--- config.mk ---
export PLATFORM = sky130hd
export DESIGN_NAME = rc4_stream_cipher_flat
export DESIGN_NICKNAME = d
export VERILOG_FILES = /design/src/sv/rc4_pkg.sv /design/src/sv/rc4_if.sv /design/src/sv/rc4_front.sv /design/src/sv/rc4_queue.sv /design/src/sv/rc4_back.sv /design/src/sv/rc4_stream_cipher.sv /design/src/flat_wrapper.sv
export SDC_FILE = /design/constraint.sdc
export NUM_CORES = 2
export LEC_CHECK = 0
export ABC_AREA = 0
export CAP_MARGIN = 20
export CORE_MARGIN = 3
export CORE_UTILIZATION = 31
export DETAILED_ROUTE_END_ITERATION = 8
export DONT_BUFFER_PORTS = 1
export PLACE_DENSITY = 0.51
export SETUP_SLACK_MARGIN = 0.2
export SLEW_MARGIN = 20
export SYNTH_ARGS = -nofsm -noshare
export SYNTH_HDL_FRONTEND = slang
export SYNTH_MEMORY_MAX_BITS = 65536
export SYNTH_SLANG_ARGS = --single-unit
--- constraint.sdc ---
create_clock -name clk -period 13.16 [get_ports clk]
set_input_delay 1.974 -clock clk [delete_from_list [all_inputs] [get_ports clk]]
set_output_delay 1.974 -clock clk [all_outputs]
set_load 0.01 [all_outputs]
--- src/sv/rc4_pkg.sv ---
// rc4_pkg: shared command encoding for the rc4 stream cipher
// holds the command opcode enum and the front-to-back command struct
// no dependencies
`timescale 1ns / 1ps

package rc4_pkg;

	// size of the permutation table, fixed by the cipher
	localparam int PERM_DEPTH = 256;

	// opcode field of an input transaction
	localparam logic OPC_KEY  = 1'b0;
	localparam logic OPC_DATA = 1'b1;

	typedef logic [7:0] byte_t;

	// classified command kinds passed from the front to the back
	typedef enum logic [1:0] {
		OP_KEY      = 2'd0,
		OP_KEY_LAST = 2'd1,
		OP_DATA     = 2'd2
	} op_t;

	typedef struct packed {
		op_t   op;
		byte_t value;
	} cmd_t;

endpackage

--- src/sv/rc4_if.sv ---
// rc4 channel interfaces: input item channel and result channel
// valid/ready handshake, payload travels with valid
// no dependencies
`timescale 1ns / 1ps

interface rc4_in_if;
	logic       valid;
	logic       ready;
	logic       opcode;
	logic [7:0] byte_value;
	logic       last_key;

	modport source (output valid, output opcode, output byte_value, output last_key,
		input ready);
	modport sink (input valid, input opcode, input byte_value, input last_key,
		output ready);
endinterface

interface rc4_out_if;
	logic       valid;
	logic       ready;
	logic [7:0] out_byte;
	logic       no_key;

	modport source (output valid, output out_byte, output no_key, input ready);
	modport sink (input valid, input out_byte, input no_key, output ready);
endinterface

--- src/sv/rc4_front.sv ---
// rc4_front: accepts input transactions and classifies them into commands
// one register stage between the input channel and the command queue
// depends on rc4_pkg and rc4_if
`timescale 1ns / 1ps

module rc4_front (
	input  logic          clk,
	input  logic          arst_n,
	rc4_in_if.sink        item,
	output logic          cmd_valid,
	input  logic          cmd_ready,
	output rc4_pkg::cmd_t cmd
);

	logic          vld_q;
	rc4_pkg::cmd_t cmd_q;
	rc4_pkg::cmd_t cmd_new;

	assign item.ready = !vld_q || cmd_ready;

	always_comb begin
		cmd_new.value = item.byte_value;
		if (item.opcode == rc4_pkg::OPC_DATA) begin
			// last_key has no meaning on a data transaction
			cmd_new.op = rc4_pkg::OP_DATA;
		end else if (item.last_key) begin
			cmd_new.op = rc4_pkg::OP_KEY_LAST;
		end else begin
			cmd_new.op = rc4_pkg::OP_KEY;
		end
	end

	always_ff @(posedge clk or negedge arst_n) begin
		if (!arst_n) begin
			vld_q <= 1'b0;
		end else if (item.ready) begin
			vld_q <= item.valid;
		end
	end

	always_ff @(posedge clk) begin
		if (item.valid && item.ready) begin
			cmd_q <= cmd_new;
		end
	end

	assign cmd_valid = vld_q;
	assign cmd       = cmd_q;

endmodule

--- src/sv/rc4_queue.sv ---
// rc4_queue: two-entry command queue between front and back
// lets each side stall independently
// depends on rc4_pkg
`timescale 1ns / 1ps

module rc4_queue (
	input  logic          clk,
	input  logic          arst_n,
	input  logic          in_valid,
	output logic          in_ready,
	input  rc4_pkg::cmd_t in_cmd,
	output logic          out_valid,
	input  logic          out_ready,
	output rc4_pkg::cmd_t out_cmd
);

	rc4_pkg::cmd_t entry_q [2];
	logic          wr_ptr_q;
	logic          rd_ptr_q;
	logic [1:0]    cnt_q;
	logic          push;
	logic          pop;

	assign in_ready  = (cnt_q != 2'd2);
	assign out_valid = (cnt_q != 2'd0);
	assign out_cmd   = entry_q[rd_ptr_q];
	assign push      = in_valid && in_ready;
	assign pop       = out_valid && out_ready;

	always_ff @(posedge clk or negedge arst_n) begin
		if (!arst_n) begin
			wr_ptr_q <= 1'b0;
			rd_ptr_q <= 1'b0;
			cnt_q    <= 2'd0;
		end else begin
			if (push) begin
				wr_ptr_q <= !wr_ptr_q;
			end
			if (pop) begin
				rd_ptr_q <= !rd_ptr_q;
			end
			if (push && !pop) begin
				cnt_q <= cnt_q + 2'd1;
			end else if (pop && !push) begin
				cnt_q <= cnt_q - 2'd1;
			end
		end
	end

	always_ff @(posedge clk) begin
		if (push) begin
			entry_q[wr_ptr_q] <= in_cmd;
		end
	end

endmodule

--- src/sv/rc4_back.sv ---
// rc4_back: key store, permutation table, key schedule and keystream generator
// sequencer over a single-write permutation memory, output register at the end
// depends on rc4_pkg and rc4_if
`timescale 1ns / 1ps

module rc4_back #(
	parameter int KEY_MAX_BYTES = 256
) (
	input  logic          clk,
	input  logic          arst_n,
	input  logic          cmd_valid,
	output logic          cmd_ready,
	input  rc4_pkg::cmd_t cmd,
	rc4_out_if.source     result
);

	localparam int KAW = (KEY_MAX_BYTES > 1) ? $clog2(KEY_MAX_BYTES) : 1;
	localparam int KCW = $clog2(KEY_MAX_BYTES + 1);

	typedef enum logic [8:0] {
		ST_IDLE = 9'b000000001,
		ST_FILL = 9'b000000010,
		ST_K1   = 9'b000000100,
		ST_K2   = 9'b000001000,
		ST_K3   = 9'b000010000,
		ST_K4   = 9'b000100000,
		ST_P2   = 9'b001000000,
		ST_P3   = 9'b010000000,
		ST_P4   = 9'b100000000
	} state_t;

	state_t state_q;
	state_t state_d;

	// permutation memory
	logic [7:0] perm_mem [rc4_pkg::PERM_DEPTH];
	logic [7:0] perm_rd_addr;
	logic [7:0] perm_rdata_q;
	logic       perm_we;
	logic [7:0] perm_wr_addr;
	logic [7:0] perm_wdata;

	// key memory
	logic [7:0]     key_mem [KEY_MAX_BYTES];
	logic [7:0]     key_rdata_q;
	logic           key_we;
	logic [KCW-1:0] key_count_q;
	logic [KCW-1:0] key_len_q;
	logic [KAW-1:0] key_idx_q;
	logic           key_room;
	logic           key_wrap;
	logic           key_ready_q;

	// schedule and generator state
	logic [7:0] pos_q;
	logic [7:0] acc_q;
	logic [7:0] swap_q;
	logic [7:0] sj_q;
	logic [7:0] idx_i_q;
	logic [7:0] idx_j_q;
	logic [7:0] t_q;
	logic       hit_i_q;
	logic       hit_j_q;
	logic [7:0] data_q;

	logic [7:0] acc_sum;
	logic [7:0] j_sum;
	logic [7:0] t_sum;
	logic [7:0] ks;

	// output register
	logic       out_valid_q;
	logic [7:0] out_byte_q;
	logic       no_key_q;
	logic       out_free;
	logic       out_load;
	logic [7:0] out_byte_d;
	logic       no_key_d;

	assign out_free = !out_valid_q || result.ready;
	assign key_room = (key_count_q != KCW'(KEY_MAX_BYTES));
	assign key_wrap = ((KCW'(key_idx_q) + KCW'(1)) == key_len_q);

	assign acc_sum = acc_q + perm_rdata_q + key_rdata_q;
	assign j_sum   = idx_j_q + perm_rdata_q;
	assign t_sum   = swap_q + perm_rdata_q;
	// the table read for the keystream was issued before the swap landed
	assign ks      = hit_j_q ? swap_q : (hit_i_q ? sj_q : perm_rdata_q);

	always_comb begin
		state_d      = state_q;
		cmd_ready    = 1'b0;
		perm_rd_addr = pos_q;
		perm_we      = 1'b0;
		perm_wr_addr = pos_q;
		perm_wdata   = perm_rdata_q;
		key_we       = 1'b0;
		out_load     = 1'b0;
		out_byte_d   = 8'd0;
		no_key_d     = 1'b0;
		case (state_q)
			ST_IDLE: begin
				if (cmd_valid) begin
					case (cmd.op)
						rc4_pkg::OP_KEY: begin
							cmd_ready = 1'b1;
							key_we    = key_room;
						end
						rc4_pkg::OP_KEY_LAST: begin
							cmd_ready = 1'b1;
							key_we    = key_room;
							state_d   = ST_FILL;
						end
						rc4_pkg::OP_DATA: begin
							if (!key_ready_q) begin
								if (out_free) begin
									cmd_ready = 1'b1;
									out_load  = 1'b1;
									no_key_d  = 1'b1;
								end
							end else begin
								cmd_ready    = 1'b1;
								perm_rd_addr = idx_i_q + 8'd1;
								state_d      = ST_P2;
							end
						end
						default: begin
							cmd_ready = 1'b1;
						end
					endcase
				end
			end
			ST_FILL: begin
				perm_we      = 1'b1;
				perm_wr_addr = pos_q;
				perm_wdata   = pos_q;
				if (pos_q == 8'hFF) begin
					state_d = ST_K1;
				end
			end
			ST_K1: begin
				perm_rd_addr = pos_q;
				state_d      = ST_K2;
			end
			ST_K2: begin
				perm_rd_addr = acc_sum;
				state_d      = ST_K3;
			end
			ST_K3: begin
				perm_we      = 1'b1;
				perm_wr_addr = pos_q;
				perm_wdata   = perm_rdata_q;
				state_d      = ST_K4;
			end
			ST_K4: begin
				perm_we      = 1'b1;
				perm_wr_addr = acc_q;
				perm_wdata   = swap_q;
				state_d      = (pos_q == 8'hFF) ? ST_IDLE : ST_K1;
			end
			ST_P2: begin
				perm_rd_addr = j_sum;
				state_d      = ST_P3;
			end
			ST_P3: begin
				perm_we      = 1'b1;
				perm_wr_addr = idx_i_q;
				perm_wdata   = perm_rdata_q;
				perm_rd_addr = t_sum;
				state_d      = ST_P4;
			end
			ST_P4: begin
				// rewrites the same entry while the output register is full
				perm_we      = 1'b1;
				perm_wr_addr = idx_j_q;
				perm_wdata   = swap_q;
				perm_rd_addr = t_q;
				if (out_free) begin
					out_load   = 1'b1;
					out_byte_d = data_q ^ ks;
					state_d    = ST_IDLE;
				end
			end
			default: begin
				state_d = ST_IDLE;
			end
		endcase
	end

	// control state
	always_ff @(posedge clk or negedge arst_n) begin
		if (!arst_n) begin
			state_q     <= ST_IDLE;
			key_count_q <= '0;
			key_ready_q <= 1'b0;
			idx_i_q     <= 8'd0;
			idx_j_q     <= 8'd0;
			out_valid_q <= 1'b0;
		end else begin
			state_q <= state_d;
			if (out_load) begin
				out_valid_q <= 1'b1;
			end else if (result.ready) begin
				out_valid_q <= 1'b0;
			end
			if (state_q == ST_IDLE && cmd_valid && cmd_ready) begin
				if (cmd.op == rc4_pkg::OP_KEY && key_room) begin
					key_count_q <= key_count_q + KCW'(1);
				end else if (cmd.op == rc4_pkg::OP_KEY_LAST) begin
					key_count_q <= '0;
				end
			end
			if (state_q == ST_K4 && pos_q == 8'hFF) begin
				idx_i_q     <= 8'd0;
				idx_j_q     <= 8'd0;
				key_ready_q <= 1'b1;
			end
			if (state_q == ST_P2) begin
				idx_i_q <= idx_i_q + 8'd1;
				idx_j_q <= j_sum;
			end
		end
	end

	// datapath registers
	always_ff @(posedge clk) begin
		case (state_q)
			ST_IDLE: begin
				if (cmd_valid && cmd_ready) begin
					data_q <= cmd.value;
					if (cmd.op == rc4_pkg::OP_KEY_LAST) begin
						key_len_q <= key_room ? (key_count_q + KCW'(1)) : key_count_q;
						pos_q     <= 8'd0;
					end
				end
			end
			ST_FILL: begin
				pos_q     <= pos_q + 8'd1;
				acc_q     <= 8'd0;
				key_idx_q <= '0;
			end
			ST_K2: begin
				acc_q  <= acc_sum;
				swap_q <= perm_rdata_q;
			end
			ST_K4: begin
				pos_q     <= pos_q + 8'd1;
				key_idx_q <= key_wrap ? '0 : (key_idx_q + KAW'(1));
			end
			ST_P2: begin
				swap_q <= perm_rdata_q;
			end
			ST_P3: begin
				sj_q    <= perm_rdata_q;
				t_q     <= t_sum;
				hit_i_q <= (t_sum == idx_i_q);
				hit_j_q <= (t_sum == idx_j_q);
			end
			default: begin
			end
		endcase
		if (out_load) begin
			out_byte_q <= out_byte_d;
			no_key_q   <= no_key_d;
		end
	end

	always_ff @(posedge clk) begin
		if (perm_we) begin
			perm_mem[perm_wr_addr] <= perm_wdata;
		end
		perm_rdata_q <= perm_mem[perm_rd_addr];
	end

	always_ff @(posedge clk) begin
		if (key_we) begin
			key_mem[key_count_q[KAW-1:0]] <= cmd.value;
		end
		key_rdata_q <= key_mem[key_idx_q];
	end

	assign result.valid    = out_valid_q;
	assign result.out_byte = out_byte_q;
	assign result.no_key   = no_key_q;

endmodule

--- src/sv/rc4_stream_cipher.sv ---
// data byte: front register, queue, then back states idle, P2, P3 and P4 (three
// dependent permutation memory accesses); the next byte waits for idle again
// key byte: stored in idle; last key byte: fill pass over all 256 table entries,
// then a K1..K4 swap per entry, two writes each on the single-write memory
// reset clears control state only; the permutation table is rebuilt by each key
// schedule and is not read before the first one, so there is no clearing pass
`timescale 1ns / 1ps

// rc4_stream_cipher: top level, front classifier, command queue and back sequencer
// depends on rc4_pkg, rc4_if, rc4_front, rc4_queue, rc4_back

module rc4_stream_cipher #(
	parameter int KEY_MAX_BYTES = 256
) (
	input  logic      clk,
	input  logic      arst_n,
	rc4_in_if.sink    item,
	rc4_out_if.source result
);

	logic          front_valid;
	logic          front_ready;
	rc4_pkg::cmd_t front_cmd;
	logic          back_valid;
	logic          back_ready;
	rc4_pkg::cmd_t back_cmd;

	rc4_front u_front (
		.clk       (clk),
		.arst_n    (arst_n),
		.item      (item),
		.cmd_valid (front_valid),
		.cmd_ready (front_ready),
		.cmd       (front_cmd)
	);

	rc4_queue u_queue (
		.clk       (clk),
		.arst_n    (arst_n),
		.in_valid  (front_valid),
		.in_ready  (front_ready),
		.in_cmd    (front_cmd),
		.out_valid (back_valid),
		.out_ready (back_ready),
		.out_cmd   (back_cmd)
	);

	rc4_back #(
		.KEY_MAX_BYTES (KEY_MAX_BYTES)
	) u_back (
		.clk       (clk),
		.arst_n    (arst_n),
		.cmd_valid (back_valid),
		.cmd_ready (back_ready),
		.cmd       (back_cmd),
		.result    (result)
	);

endmodule

--- src/flat_wrapper.sv ---
// flat-port wrapper written by rule: the top's interface ports become plain ports
module rc4_stream_cipher_flat 
#(
	parameter int KEY_MAX_BYTES = 256
)
  (clk, arst_n, item_valid, item_opcode, item_byte_value, item_last_key, item_ready, result_valid, result_out_byte, result_no_key, result_ready);
  rc4_in_if item_i ();
  rc4_out_if result_i ();
  input  logic clk;
  input  logic arst_n;
  input wire logic [$bits(item_i.valid)-1:0] item_valid;
  input wire logic [$bits(item_i.opcode)-1:0] item_opcode;
  input wire logic [$bits(item_i.byte_value)-1:0] item_byte_value;
  input wire logic [$bits(item_i.last_key)-1:0] item_last_key;
  output wire logic [$bits(item_i.ready)-1:0] item_ready;
  output wire logic [$bits(result_i.valid)-1:0] result_valid;
  output wire logic [$bits(result_i.out_byte)-1:0] result_out_byte;
  output wire logic [$bits(result_i.no_key)-1:0] result_no_key;
  input wire logic [$bits(result_i.ready)-1:0] result_ready;
  assign item_i.valid = item_valid;
  assign item_i.opcode = item_opcode;
  assign item_i.byte_value = item_byte_value;
  assign item_i.last_key = item_last_key;
  assign item_ready = item_i.ready;
  assign result_valid = result_i.valid;
  assign result_out_byte = result_i.out_byte;
  assign result_no_key = result_i.no_key;
  assign result_i.ready = result_ready;
  rc4_stream_cipher #(.KEY_MAX_BYTES(KEY_MAX_BYTES)) u_core (.clk(clk), .arst_n(arst_n), .item(item_i), .result(result_i));
endmodule
==> results.yml <==
setup_path:
  cpMaxStageDelayCell: "a222oi_1"
  worstSetupPathType: "register to register"
  path_max_fanout: 66
  r2r_cells: 15
  cp_top_family: "simple AND/OR/NAND/NOR gates"
  crit_required_ns: 13.92
  reg2reg_setup_slack_ns: 5.84
  r2r-end: "u_core.u_back.perm_rdata_q[1]$_DFF_P_"
  end_kind: "register"
  worst_setup_path_start_kind: "register"
  crit_path_cell_trace: "inv_1 > fa_1 > inv_1 > ha_1 > a222oi_1 > nand3_4 > buf_4 > nand2_2 > buf_4 > a21oi_1 > or4_1 > o31ai_1 > nor4_1 > a311oi_1 > nand4_1"
  r2r-start: "u_core.u_back.perm_rdata_q[1]$_DFF_P_"
  max_stage_delay_ns: 0.77
  critPathArrivalTime_ns: 8.08
  cp_num_buf_inv: 4
clock_tree:
  cts_resized: 0
  cts_buffer_depth: 4
  cts_buffers: 420
  path_clk_slew_ns: 0.06
  post-cts-setup-buffer-count: 0
  cts_sinks: 4259
  ctsHoldBuffers: 0
  clk_latency_ns: 1.01
  cts_htree_levels: 5
  cts_tree: "done"
  clockRootBuffer: "clkbuf_16"
floorplanning:
  ios: 25
  die_area_mm2: 0.557
  coreArea_mm2: 0.546
  dieHeight_um: 746
  row_count: 271
  die_w_um: 746
  floorplan.initialDensity_pct: 31.2
sta:
  fmax_ghz: 0.137
  drv_slew: 0
  relSlewSlack_pct: 13.8
  final_hold_viol_count: 0
  tns_ns: 0
  finalSetupViolations: 0
  fin_crit_ns: 7.32
  rsz0062_at_grt: "no"
  finClkSkew_ns: 0.0455
  tightest_slew_ns: 1.29
  period_share_pct: 55.6
min_path:
  hold_class: "register to register"
  hold_depth: 0
  min_from: "u_core.u_front.cmd[5]$_DFFE_PP_"
  min_to: "u_core.u_queue.entry_q[1][5]$_DFFE_PP_"
pwr:
  pwr-share-clk_pct: 32.3
  intPower_uw: 25700
  combPwrFrac_pct: 21.1
  power_density_mw_per_mm2: 194
  ir_drop_mv: 0.200
  p_sw_uw: 11500
  pwr-share-seq_pct: 46.5
  power.leakage_uw: 0.0622
  swShare_pct: 30.9
yosys:
  yosys.area.top_type_share_pct: 74.2
  synth_ff_type: "edfxtp_1"
  yosys-top-cells-area: "edfxtp_1 74%, mux4_2 4.4%, mux2i_1 4.3%"
  netlist_instances: 10700
  async_flop_share_pct: 0.963
  synth_seq_cells: 4259
  synth_top_cell_by_area: "edfxtp_1"
  synth_edf_count: 4202
  yosys_warnings: 0
  synth.distinct_cells: 86
  synth_nets: 10700
  synth_seq_area_share_pct: 75.0
  netlist_area_mm2: 0.170
  postSynthAreaPerCell_um2: 15.9
detailed_routing:
  wl_um: 475000
  drc: 0
  final_antenna_net_count: 0
  drt_iter0_markers: 10500
  vias_per_cell: 5.20
  firstDrtPassIters: 8
  vias: 94600
  wl_per_cell_um: 26.1
finish:
  nNetsFinal: 10600
  final_area_mm2: 0.191
  final_cell_mix: "4,202 x edfxtp_1, 1,485 x nand2_1, 731 x mux2i_1"
  areaGrowthSynthToFinish_pct: 12.6
  final_common_cell: "edfxtp_1"
  layout-drive-gt1-share_pct: 11.9
  layoutNonFillerInstCount: 18200
grt:
  grt_pass1_vias: 93700
  antenna_found_initial: 13
  grt_max_degree: 184
  grt_overflow: 0
  grt_pass1_wl_um: 685000
  grtUsageTotal_pct: 16.5
place:
  gp_congestion: 0.851
  dp_cells: 17400
  dpl-instance-area_mm2: 0.178
  portBuffers: 0
  hpwl_um: 277000
flow_run:
  max-cap-violations: 0
outcome:
  status: "finished, final reports clean"
==> through the flow <==
stage	hold slack (ns)	utilization (%)	total power (uW)	setup WS, ns
2_1_floorplan	0.421	-	22300	6.90
3_3_place_gp	0.473	32.6	25400	6.01
3_5_place_dp	0.469	32.6	25500	5.93
4_1_cts	0.493	35.1	37500	5.90
5_1_grt	0.502	35.1	38500	5.70
6_report	0.490	35.1	37200	5.84
==> registers in the layout (all words and copies together) (netlist names), 9 cells and up <==
register,cells
u_core.u_back.key_mem,2048
u_core.u_back.perm_mem,2048
u_core.u_queue.entry_q,20
u_core.u_front.cmd,10
u_core.u_back.key_count_q,9
u_core.u_back.key_len_q,9
u_core.u_back.state_q,9
==> cells by family (layout without fill, tap and decap cells) <==
kind of cell / Yosys count / in the layout / synth area share (%)
other cells: 0 / 7 / 0
flops: 4259 / 4259 / 75.0
fa+ha+maj: 38 / 38 / 0.324
mux: 1193 / 1193 / 9.55
simple gates: 2984 / 2984 / 7.48
buf+inv: 713 / 981 / 1.97
compound gates: 1415 / 1415 / 5.25
xor+xnor: 77 / 77 / 0.397
==> metal layers <==
metal	up-vias	global-route usage, %	part of all wire (%)
met5	-	0	0.0027
met4	2	4.65	2.8
met3	668	2.22	6.2
met2	3344	26.9	48
met1	49300	23.1	43
li1	41300	-	-
==> cell usage after synthesis, types with 95 or more instances <==
library cell and n:
edfxtp_1 4202, nand2_1 1514, mux2i_1 731, nor2_1 626, nand3_1 534, a21oi_1 528, clkbuf_1 355, mux4_2 329
o22ai_1 258, o21ai_0 179, buf_2 142, mux2_2 133, o221ai_1 128, buf_1 95
==> area by class of cell <==
type                       count  area (um2)
clock inverter               273        2570
antenna                        7        17.5
inverter                      35         131
clock buffer                 506       11100
tap                         7234        9050
fill                       51200      354000
multi-input combinational   5707       39500
sequential                  4259      128000
timing repair buffer         167        1500
==> power groups by stage <==
stage	clock [uW]	combinational (uW)	sequential [uW]
after floorplan	0	4390	17900
after CTS	12300	7960	17300
after global placement	0	7790	17600
after detailed placement	0	7950	17600
after global routing	12800	8410	17300
final	12000	7870	17300
==> how the worst max path moves through the flow <==
| stage | from | end | slack [ns] | depth (start not counted) |
|---|---|---|---|---|
| floorplan | u_core.u_back.state_q[1]$_DFFE_PN0P_ | u_core.u_back.perm_mem[0][0]$_DFFE_PP_ | 6.90 | 10 |
| global placement | u_core.u_back.perm_rdata_q[1]$_DFF_P_ | u_core.u_back.perm_rdata_q[6]$_DFF_P_ | 6.01 | 15 |
| detailed placement | u_core.u_back.perm_rdata_q[1]$_DFF_P_ | u_core.u_back.perm_rdata_q[6]$_DFF_P_ | 5.93 | 15 |
| CTS | u_core.u_back.perm_rdata_q[1]$_DFF_P_ | u_core.u_back.perm_rdata_q[6]$_DFF_P_ | 5.90 | 15 |
| global route | u_core.u_back.perm_rdata_q[1]$_DFF_P_ | u_core.u_back.perm_rdata_q[2]$_DFF_P_ | 5.70 | 15 |
| finish | u_core.u_back.perm_rdata_q[1]$_DFF_P_ | u_core.u_back.perm_rdata_q[1]$_DFF_P_ | 5.84 | 15 |
Power figures use the tool's default switching activity.
